$ cat src/rtl/bpq_pkg.sv
`default_nettype none

package bpq_pkg;

  // Result status codes
  typedef enum logic [1:0] {
    ST_OK    = 2'd0,
    ST_FULL  = 2'd1,
    ST_EMPTY = 2'd2
  } status_t;

  // Operation codes carried by in_kind
  localparam logic KIND_INSERT = 1'b0;
  localparam logic KIND_DELETE = 1'b1;

  // Per-cycle command broadcast to every cell of the row
  typedef struct packed {
    logic ins;  // insert that fits: cells at or behind the slot shift toward the tail
    logic del;  // delete from a non-empty queue: every cell takes its right neighbor
  } cell_ctrl_t;

endpackage

`default_nettype wire

$ cat src/rtl/bpq_cell.sv
`default_nettype none

module bpq_cell #(
  parameter int PRIO_BITS    = 8,
  parameter int PAYLOAD_BITS = 32
) (
  input  wire                     clk,
  input  bpq_pkg::cell_ctrl_t     ctrl,
  input  wire                     occ,
  input  wire  [PRIO_BITS-1:0]    new_prio,
  input  wire  [PAYLOAD_BITS-1:0] new_payload,
  input  wire                     left_stay,
  input  wire  [PRIO_BITS-1:0]    left_prio,
  input  wire  [PAYLOAD_BITS-1:0] left_payload,
  input  wire  [PRIO_BITS-1:0]    right_prio,
  input  wire  [PAYLOAD_BITS-1:0] right_payload,
  output logic                    stay,
  output logic [PRIO_BITS-1:0]    prio,
  output logic [PAYLOAD_BITS-1:0] payload
);
  import bpq_pkg::*;

  logic [PRIO_BITS-1:0]    prio_r,    prio_nxt;
  logic [PAYLOAD_BITS-1:0] payload_r, payload_nxt;

  // Entry keeps its place when it ranks at or above the new word (FIFO on ties)
  assign stay = occ && (prio_r >= new_prio);

  // Next contents: hold, take the new word, take the left word, or take the right word
  always_comb begin
    prio_nxt    = prio_r;
    payload_nxt = payload_r;
    if (ctrl.ins) begin
      if (!stay) begin
        if (left_stay) begin
          prio_nxt    = new_prio;
          payload_nxt = new_payload;
        end else begin
          prio_nxt    = left_prio;
          payload_nxt = left_payload;
        end
      end
    end else if (ctrl.del) begin
      prio_nxt    = right_prio;
      payload_nxt = right_payload;
    end
  end

  always_ff @(posedge clk) begin
    prio_r    <= prio_nxt;
    payload_r <= payload_nxt;
  end

  assign prio    = prio_r;
  assign payload = payload_r;

endmodule

`default_nettype wire

$ cat src/rtl/bounded_priority_queue_core.sv
`default_nettype none
// Sorted max-first queue built as a row of DEPTH cells, cell 0 holding the next word out.
// Each result word is registered in the output register in the cycle after its input is accepted.
// Throughput: one insert or delete per cycle while in_stall is low; the limit is the priority compare
//   broadcast to all cells and the shift into each cell's neighbor.
// Reset: synchronous, active low; clears the entry count and the output valid. Cell contents
//   are not cleared; only cells below the count are ever read.

module bounded_priority_queue_core #(
  parameter int DEPTH        = 16,
  parameter int PRIO_BITS    = 8,
  parameter int PAYLOAD_BITS = 32,
  localparam int CNT_W       = $clog2(DEPTH + 1)
) (
  input  wire                     clk,
  input  wire                     rst_n,
  // input channel
  input  wire                     in_valid,
  output logic                    in_stall,
  input  wire                     in_kind,
  input  wire  [PRIO_BITS-1:0]    in_priority_req,
  input  wire  [PAYLOAD_BITS-1:0] in_payload,
  // result channel
  output logic                    out_valid,
  input  wire                     out_stall,
  output logic [PRIO_BITS-1:0]    out_priority,
  output logic [PAYLOAD_BITS-1:0] out_payload,
  output bpq_pkg::status_t        out_status,
  output logic [CNT_W-1:0]        out_count
);
  import bpq_pkg::*;

  localparam logic [CNT_W-1:0] FULL_CNT = CNT_W'(DEPTH);

  logic [CNT_W-1:0]        count_r, count_nxt;
  logic                    out_valid_r, out_valid_nxt;
  logic [PRIO_BITS-1:0]    out_priority_r, out_priority_nxt;
  logic [PAYLOAD_BITS-1:0] out_payload_r, out_payload_nxt;
  status_t                 out_status_r, out_status_nxt;

  logic                    accept;
  logic                    full, empty;
  cell_ctrl_t              ctrl;

  logic [DEPTH-1:0]        occ;
  logic [DEPTH-1:0]        stay;
  logic [PRIO_BITS-1:0]    cell_prio    [DEPTH];
  logic [PAYLOAD_BITS-1:0] cell_payload [DEPTH];

  // Handshake: the output register frees up when empty or being taken
  assign in_stall = out_valid_r && out_stall;
  assign accept   = in_valid && !in_stall;
  assign full     = (count_r == FULL_CNT);
  assign empty    = (count_r == '0);

  // Command broadcast to the row
  always_comb begin
    ctrl.ins = accept && (in_kind == KIND_INSERT) && !full;
    ctrl.del = accept && (in_kind == KIND_DELETE) && !empty;
  end

  // Row of cells
  for (genvar i = 0; i < DEPTH; i++) begin : g_cell
    logic                    l_stay;
    logic [PRIO_BITS-1:0]    l_prio, r_prio;
    logic [PAYLOAD_BITS-1:0] l_payload, r_payload;

    assign occ[i] = (CNT_W'(i) < count_r);

    if (i == 0) begin : g_head
      assign l_stay    = 1'b1;
      assign l_prio    = in_priority_req;
      assign l_payload = in_payload;
    end else begin : g_body
      assign l_stay    = stay[i-1];
      assign l_prio    = cell_prio[i-1];
      assign l_payload = cell_payload[i-1];
    end

    if (i == DEPTH - 1) begin : g_tail
      assign r_prio    = cell_prio[i];
      assign r_payload = cell_payload[i];
    end else begin : g_mid
      assign r_prio    = cell_prio[i+1];
      assign r_payload = cell_payload[i+1];
    end

    bpq_cell #(
      .PRIO_BITS    (PRIO_BITS),
      .PAYLOAD_BITS (PAYLOAD_BITS)
    ) u_cell (
      .clk           (clk),
      .ctrl          (ctrl),
      .occ           (occ[i]),
      .new_prio      (in_priority_req),
      .new_payload   (in_payload),
      .left_stay     (l_stay),
      .left_prio     (l_prio),
      .left_payload  (l_payload),
      .right_prio    (r_prio),
      .right_payload (r_payload),
      .stay          (stay[i]),
      .prio          (cell_prio[i]),
      .payload       (cell_payload[i])
    );
  end

  // Count update
  always_comb begin
    count_nxt = count_r;
    if (ctrl.ins) begin
      count_nxt = count_r + 1'b1;
    end else if (ctrl.del) begin
      count_nxt = count_r - 1'b1;
    end
  end

  // Result word
  always_comb begin
    out_valid_nxt    = out_valid_r && out_stall;
    out_priority_nxt = out_priority_r;
    out_payload_nxt  = out_payload_r;
    out_status_nxt   = out_status_r;
    if (accept) begin
      out_valid_nxt    = 1'b1;
      out_priority_nxt = '0;
      out_payload_nxt  = '0;
      out_status_nxt   = ST_OK;
      if (in_kind == KIND_INSERT) begin
        if (full) begin
          out_status_nxt = ST_FULL;
        end
      end else begin
        if (empty) begin
          out_status_nxt = ST_EMPTY;
        end else begin
          out_priority_nxt = cell_prio[0];
          out_payload_nxt  = cell_payload[0];
        end
      end
    end
  end

  always_ff @(posedge clk) begin
    if (!rst_n) begin
      count_r     <= '0;
      out_valid_r <= 1'b0;
    end else begin
      count_r     <= count_nxt;
      out_valid_r <= out_valid_nxt;
    end
  end

  // Payload of the output register, no reset
  always_ff @(posedge clk) begin
    out_priority_r <= out_priority_nxt;
    out_payload_r  <= out_payload_nxt;
    out_status_r   <= out_status_nxt;
  end

  assign out_valid    = out_valid_r;
  assign out_priority = out_priority_r;
  assign out_payload  = out_payload_r;
  assign out_status   = out_status_r;
  assign out_count    = count_r;

  // Checks
  a_count_bound: assert property (@(posedge clk) disable iff (!rst_n)
    count_r <= FULL_CNT)
    else $error("entry count above depth");

  a_insert_grows: assert property (@(posedge clk) disable iff (!rst_n)
    accept && (in_kind == KIND_INSERT) && !full |=> count_r == $past(count_r) + 1'b1)
    else $error("insert did not grow the count");

  a_empty_status: assert property (@(posedge clk) disable iff (!rst_n)
    out_valid_r && (out_status_r == ST_EMPTY) |-> (count_r == '0) && (out_priority_r == '0))
    else $error("empty status with entries held");

  a_full_status: assert property (@(posedge clk) disable iff (!rst_n)
    out_valid_r && (out_status_r == ST_FULL) |-> count_r == FULL_CNT)
    else $error("full status with room left");

endmodule

`default_nettype wire
$ cat config.mk
export PLATFORM = sky130hd
export DESIGN_NAME = bounded_priority_queue_core
export DESIGN_NICKNAME = d
export VERILOG_FILES = /design/src/rtl/bpq_pkg.sv /design/src/rtl/bpq_cell.sv /design/src/rtl/bounded_priority_queue_core.sv
export SDC_FILE = /design/constraint.sdc
export NUM_CORES = 1
export LEC_CHECK = 0
export ABC_AREA = 1
export BUFFER_PORTS_ARGS = -buffer_cell sky130_fd_sc_hd__buf_2
export CORE_MARGIN = 4
export CORE_UTILIZATION = 45
export DETAILED_ROUTE_END_ITERATION = 10
export HOLD_SLACK_MARGIN = 0.03
export MAX_ROUTING_LAYER = met4
export PLACE_DENSITY_LB_ADDON = 0.3
export SYNTH_ARGS = -nofsm -noshare
export SYNTH_HDL_FRONTEND = slang
export SYNTH_SLANG_ARGS = --single-unit
$ cat constraint.sdc
create_clock -name clk -period 4.8 [get_ports clk]
set_input_delay 0.72 -clock clk [delete_from_list [all_inputs] [get_ports clk]]
set_output_delay 0.72 -clock clk [all_outputs]
set_load 0.05 [all_outputs]
==> impl_results.md, run 1 <==
* Largest net degree at the start of global routing at 182
* Critical Path Start Type: flip-flop
* Required time worst endpoint at 5.09 ns
* Fin area at 0.0426 mm^2
* M1 GR Usage at 0.331
* Worst-margin pin slew at 0.915 ns
* Via count at approximately 30k
* Setup TNS Final at 0 ns
* Final setup fails at 0
* Post-CTS setup buffers at 0
* Async SR Flop Fraction at 0
* CTS Root Cell: clkbuf_16
* Critical path class: flip-flop to flip-flop
* Unrepaired setup endpoints after global routing: no
* Die outline width at 302 um
* Slew headroom at 0.390
* Global route hottest layer: met2
* Setup Skew at around 0.018 ns
* Synth Register Bits at between 600 and 700
* DRC at 0
* Data arrival, critical path at 3.60 ns
* Initial Util at 0.455
* Cells after synthesis at 5118
* Worst min-delay path class: input port to flip-flop
* Status: finished, final reports clean
* TritonCTS Sinks at 688
* Clk_lat worst skew at 0.61 ns
* Fin worst setup slack at 1.49 ns
* Routed len/inst at approximately 16 um
* Htree depth at 3
* Cts repair resizes at 0
* Crit share post-route at 0.690
* Critical Path Sink Type: flip-flop
* Commonest cells in the netlist: 3144 x nand2_1, 682 x edfxtp_1, 646 x inv_1, 132 x ha_1, 123 x clkbuf_1
* Via/cell ratio at 4.81
* Die area at 0.0911 mm^2
* Placed Area at 0.0403 mm^2
* CORE AREA at 0.0854 mm^2
* Register area share after synthesis at 0.530
* Mapped Nets at 5295
* Pre-CTS WS at 1.55 ns
* Initial antenna violation count at 1
* Post-synth EDFFs at 682
* Final Hold Vio Count at 0
* Drt total wl at 100000 um
* Synth top area cells: edfxtp_1 53%, nand2_1 30%, inv_1 6.2%
* WHS at 0.350 ns
* Num CTS Buffers at 75
* Slew Limit Fails at 0
* Gr usage total at 0.226
* CP max FO at 28
* Power Dens Cells at around 430 mW/mm^2
* Synth top area share at 0.527
* Yosys cell types at 23
* Layout cells sized above 1 at 0.0542
* FF+latch area at 0.0206 mm^2
* Met3 usage at 0.0335
* Num rows at roughly 110
* Max IR drop VDD at 0.204 mV
* Global route overflow at 0
* Final antenna-violating net count at 0
* TritonCTS clock tree: built
* Synth Area per Inst at ~7.6 um^2
* Port Buf Inserts at 93
* Max-cap viol count at 0
* Die Y at 302 um
* Area grow syn2layout at 9.66%
* First-pass GRT wire length at 161000 um
* Crit path time final at 3.31 ns
* DRT iter0 DRCs at 2665
* Biggest area consumer among synthesized cells: edfxtp_1
* Design Power at 18.5 mW
* DP HPWL at approximately 68000 um
* Fmax at 0.302 GHz
* Met2 usage at 0.335
* Clock transition at path regs at ~0.060 ns
* # IOs at 94
* First-pass detailed-route iteration total at 6
* Filler cells at 8361
* Most numerous cell in the Yosys netlist: nand2_1
* Fin nets at 5290
* Cell Area, Synth at 0.0388 mm^2
* Ys Warns at 0
* Max Root-Sink Buffers at 3
* Synth Flop Type: edfxtp_1
* Multi-input gate area at 0.0148 mm^2
* Vias in the first global route at 29.0k
* GPL Wtd Cong at 0.849
* Static Leak at 24.5 nW
* Hold buffer count at cts at 0
logic make-up after synthesis:
| kind of cell | count (synthesis) | synth area share |
|---|---|---|
| AND/OR/NAND/NOR | 3297 | 0.322 |
| AO/OA/AOI/OAI | 107 | 0.0149 |
| flip-flops | 688 | 0.530 |
| buffers and inverters | 892 | 0.0903 |
| XOR/XNOR | 2 | 0.000451 |
| adder cells (fa/ha/maj) | 132 | 0.0425 |
registers in the layout, indices dropped and copies added (netlist names):
| register | count |
|---|---|
| out_valid | 1 |
| g_cell.u_cell.prio | 128 |
| out_status | 2 |
| out_count | 5 |
| g_cell.u_cell.payload | 512 |
| out_payload | 32 |
| out_priority | 8 |
critical path, stage by stage (launching register included):
cell      delay [ns]
dfxtp_1         0.39
inv_1           0.28
ha_1            0.24
nand3_2         0.12
nand3_4         0.13
clkinv_2        0.45
buf_4           0.45
nand2_1         0.64
o21ai_0         0.27
path summary, 6_finish.rpt:
path              slack (ns)                     startpoint                             to  depth (start not counted)
setup / recovery        1.49                   out_count[0]       g_cell[0].u_cell.prio[5]                          8
hold / removal          0.35                       in_valid                      out_valid                          3
setup reg to reg        1.49                   out_count[0]       g_cell[0].u_cell.prio[5]                          8
hold reg to reg         0.51  g_cell[15].u_cell.payload[26]  g_cell[14].u_cell.payload[26]                          2
placed cells by master (no fill, tap or decap), drive strengths merged:
cell      synthesis  routed
o21bai            1       1
bufinv            0       4
o21a             14      14
inv             649     649
clkbuf          123      91
nand3            64      64
buf             120     161
ha              132     132
xnor2             1       1
nor2             83      83
nand2          3144    3144
diode             0       2
edfxtp          682     682
xor2              1       1
a21oi            38      38
o31ai             1       1
dfxtp             6       6
clkinv            0      31
o21ai            53      53
nor3              2       2
clkinvlp          0       1
nand4             4       4
power breakdown:
part	internal [mW]	leakage, nW	total (mW)	switching (mW)
sequential	8.02	6.52	8.50	0.472
combinational	1.33	16.8	4.49	3.16
clock	3.14	1.11	5.52	2.38
total	12.5	24.5	18.5	6.01
area by class of cell:
cell class | count | area share
sequential | 688 | 0.484
antenna | 2 | 0.000117
clock inverter | 36 | 0.00640
clock buffer | 91 | 0.0467
tap | 1144 | 0.0336
timing repair buffer | 161 | 0.0250
multi-input combinational | 3538 | 0.347
inverter | 649 | 0.0572
layer usage:
layer  vias up  wire length, um  share of wire
li1      15600                -              -
met1     13600            48200           0.48
met2      1015            42800           0.43
met3       103             7700          0.077
met4         0             1660          0.017
met5         -                0              0
through the flow:
step / util / std cells
detailed placement: 0.472 / 6180
floorplan: - / 5118
finish: 0.499 / 6309
global placement: 0.472 / 6180
CTS: 0.499 / 6307
global route: 0.499 / 6308
Power figures use the tool's default switching activity.
==> run 2, diff against run 1 <==
==> constraint.sdc (replaced) <==
create_clock -name clk -period 3.2 [get_ports clk]
set_input_delay 0.48 -clock clk [delete_from_list [all_inputs] [get_ports clk]]
set_output_delay 0.48 -clock clk [all_outputs]
set_load 0.05 [all_outputs]
==> run 2 against run 1 <==
Worst hold slack lost 0.24 ns. Power grew 52%. Sequential power grew 51%.
==> impl_results.md, run 2 (synthesized netlist as in run 1, its figures left out) <==
* CP max stage delay at 0.50 ns (-0.14 ns)
* Filler cells at 8220 (-1.7%)
* TritonCTS clock tree: built
* Num rows at 107 (unchanged)
* Clk_lat worst skew at 0.62 ns (about the same)
* # IOs at 94 (unchanged)
* Gr usage total at 0.232 (+0.00561)
* Static Leak at 24.8 nW (+1.3%)
* Htree depth at 3 (unchanged)
* DRT iter0 DRCs at 3387 (+27%)
* DP HPWL at 68400 um (+1.3%)
* TritonCTS Sinks at 688 (unchanged)
* Initial antenna violation count at 1 (unchanged)
* Largest net degree at the start of global routing at 145 (-20%)
* Max Root-Sink Buffers at 3 (unchanged)
* Max-cap viol count at 0 (unchanged)
* Critical Path Sink Type: flip-flop
* M1 GR Usage at 0.332 (+0.00153)
* Die area at 0.0911 mm^2 (unchanged)
* Via count at 30.8k (+1.5%)
* Vias in the first global route at 29.6k (+2.2%)
* FF+latch area at 0.0206 mm^2 (unchanged)
* Data arrival, critical path at 3.30 ns (-0.30 ns)
* Met3 usage at 0.0329 (-0.000574)
* Power Dens Cells at 649 mW/mm^2 (+49%)
* Multi-input gate area at 0.0148 mm^2 (about the same)
* Critical Path Start Type: flip-flop
* Final antenna-violating net count at 0 (unchanged)
* Num CTS Buffers at 75 (unchanged)
* CTS Root Cell: clkbuf_16
* Clock transition at path regs at 0.06 ns (about the same)
* Crit-path cells: inv_1 > ha_1 > nand3_2 > nand3_4 > clkinv_2 > buf_12 > nand2_1 > o21ai_0
* Fin nets at 5338 (+0.91%)
* CP max FO at 49 (+75%)
* Initial Util at 0.455 (unchanged)
* Crit share post-route at 0.934 (+0.244)
* Fin worst setup slack at 0.212 ns (-1.28 ns)
* WHS at 0.109 ns (-0.241 ns)
* Required time worst endpoint at 3.51 ns (-1.58 ns)
* Crit path buf inv count at 3 (unchanged)
* Commonest non-fill, non-tap cell in the layout: nand2_1
* Layout cells sized above 1 at 0.0639 (+0.00968)
* Hold buffer count at cts at 0 (unchanged)
* Design Power at 28.1 mW (+52%)
* Max IR drop VDD at 0.346 mV (+70%)
* Commonest non-fill, non-tap cells in the layout: 3125 x nand2_1, 682 x edfxtp_1, 646 x inv_1
* Slew Limit Fails at 0 (unchanged)
* Pre-CTS WS at 0.209 ns (-1.34 ns)
* Status: finished, final reports clean
* Highest-delay cell along the critical path: nand2_1
* Worst min-delay path class: input port to flip-flop
* Global route hottest layer: met2
* Crit path time final at 2.99 ns (-0.323 ns)
* Fmax at 0.335 GHz (+11%)
* Unrepaired setup endpoints after global routing: no
* Global route overflow at 0 (unchanged)
* Max reg flops at 512 (unchanged)
* Routed len/inst at 16.2 um (+1.9%)
* Port Buf Inserts at 93 (unchanged)
* Drt total wl at 103000 um (+2.6%)
* Worst-margin pin slew at 0.900 ns (-0.0154 ns)
* DRC at 0 (unchanged)
* Die outline width at 302 um (unchanged)
* Via/cell ratio at 4.84 (+0.74%)
* Slew headroom at 0.400 (+0.0102)
* First-pass detailed-route iteration total at 5 (-1)
* First-pass GRT wire length at 165000 um (+2.1%)
* CP delay by family, top: buffers and inverters
* GPL Wtd Cong at 0.879 (+3.5%)
* Final Hold Vio Count at 0 (unchanged)
* Final setup fails at 0 (unchanged)
* Setup Skew at 0.0220 ns (+0.00380 ns)
* Critical path class: flip-flop to flip-flop
* Die Y at 302 um (unchanged)
* Met2 usage at 0.350 (+0.0146)
* Area grow syn2layout at 11.3%
* CORE AREA at 0.0854 mm^2 (unchanged)
* Post-Route Utilization at 0.506 (+0.00759)
run 2: cell count changes in the layout (fill, tap and decap cells not counted), moves of 3 or more:
cell and delta:
buf_4 +27, nand2_2 +3, clkbuf_1 +8, nand2_1 -3, clkinv_1 -11, buf_12 +21
run 2: stage by stage:
step                std cells  area [um^2]  setup TNS, ns
global route             6355        43200              0
global placement         6228        41000              0
detailed placement       6228        41000              0
floorplan                5118        38900        -0.0311
finish                   6356        43200              0
CTS                      6354        43200              0
run 2: what timing repair did:
action | CTS | global route
setup endpoints to repair | 0 | 13
endpoints found under the hold margin | 0 | 0
buffers inserted | 0 | 0
gates resized for setup | 0 | 3
run 2: area by class of cell:
class,count,area share
Tap cell,1144,0.0331
Sequential cell,688,0.476
Clock buffer,98,0.0466
Inverter,649,0.0564
Timing Repair Buffer,209,0.0390
Antenna cell,2,0.000116
Clock inverter,28,0.00608
Multi-Input combinational cell,3538,0.342
run 2: power breakdown:
group	leakage [nW]	total, mW	internal (mW)	switching [mW]
sequential	6.52	12.8	12.0	0.722
combinational	17.1	6.95	2.14	4.81
clock	1.12	8.35	4.75	3.60
total	24.8	28.1	18.9	9.14
run 2: worst register-to-register path: stages, from the launching register on:
cell and delay (ns):
dfxtp_1 0.38, inv_1 0.22, ha_1 0.23, nand3_2 0.12, nand3_4 0.13, clkinv_2 0.48, buf_12 0.42, nand2_1 0.50
o21ai_0 0.22
run 2: path summary, 6_finish.rpt:
| path | start | end | slack (ns) | cells after the start |
|---|---|---|---|---|
| setup / recovery | out_count[1] | g_cell[0].u_cell.payload[30] | 0.21 | 8 |
| hold / removal | in_valid | out_valid | 0.11 | 3 |
| setup reg to reg | out_count[1] | g_cell[0].u_cell.payload[30] | 0.21 | 8 |
| hold reg to reg | g_cell[15].u_cell.payload[5] | g_cell[14].u_cell.payload[5] | 0.52 | 2 |
run 2: per-layer routing:
metal  routed length, um  up-vias
met5                   0        -
met3                8300      140
met2               44900     1069
met4                1850        0
met1               48000    13900
li1                    -    15700
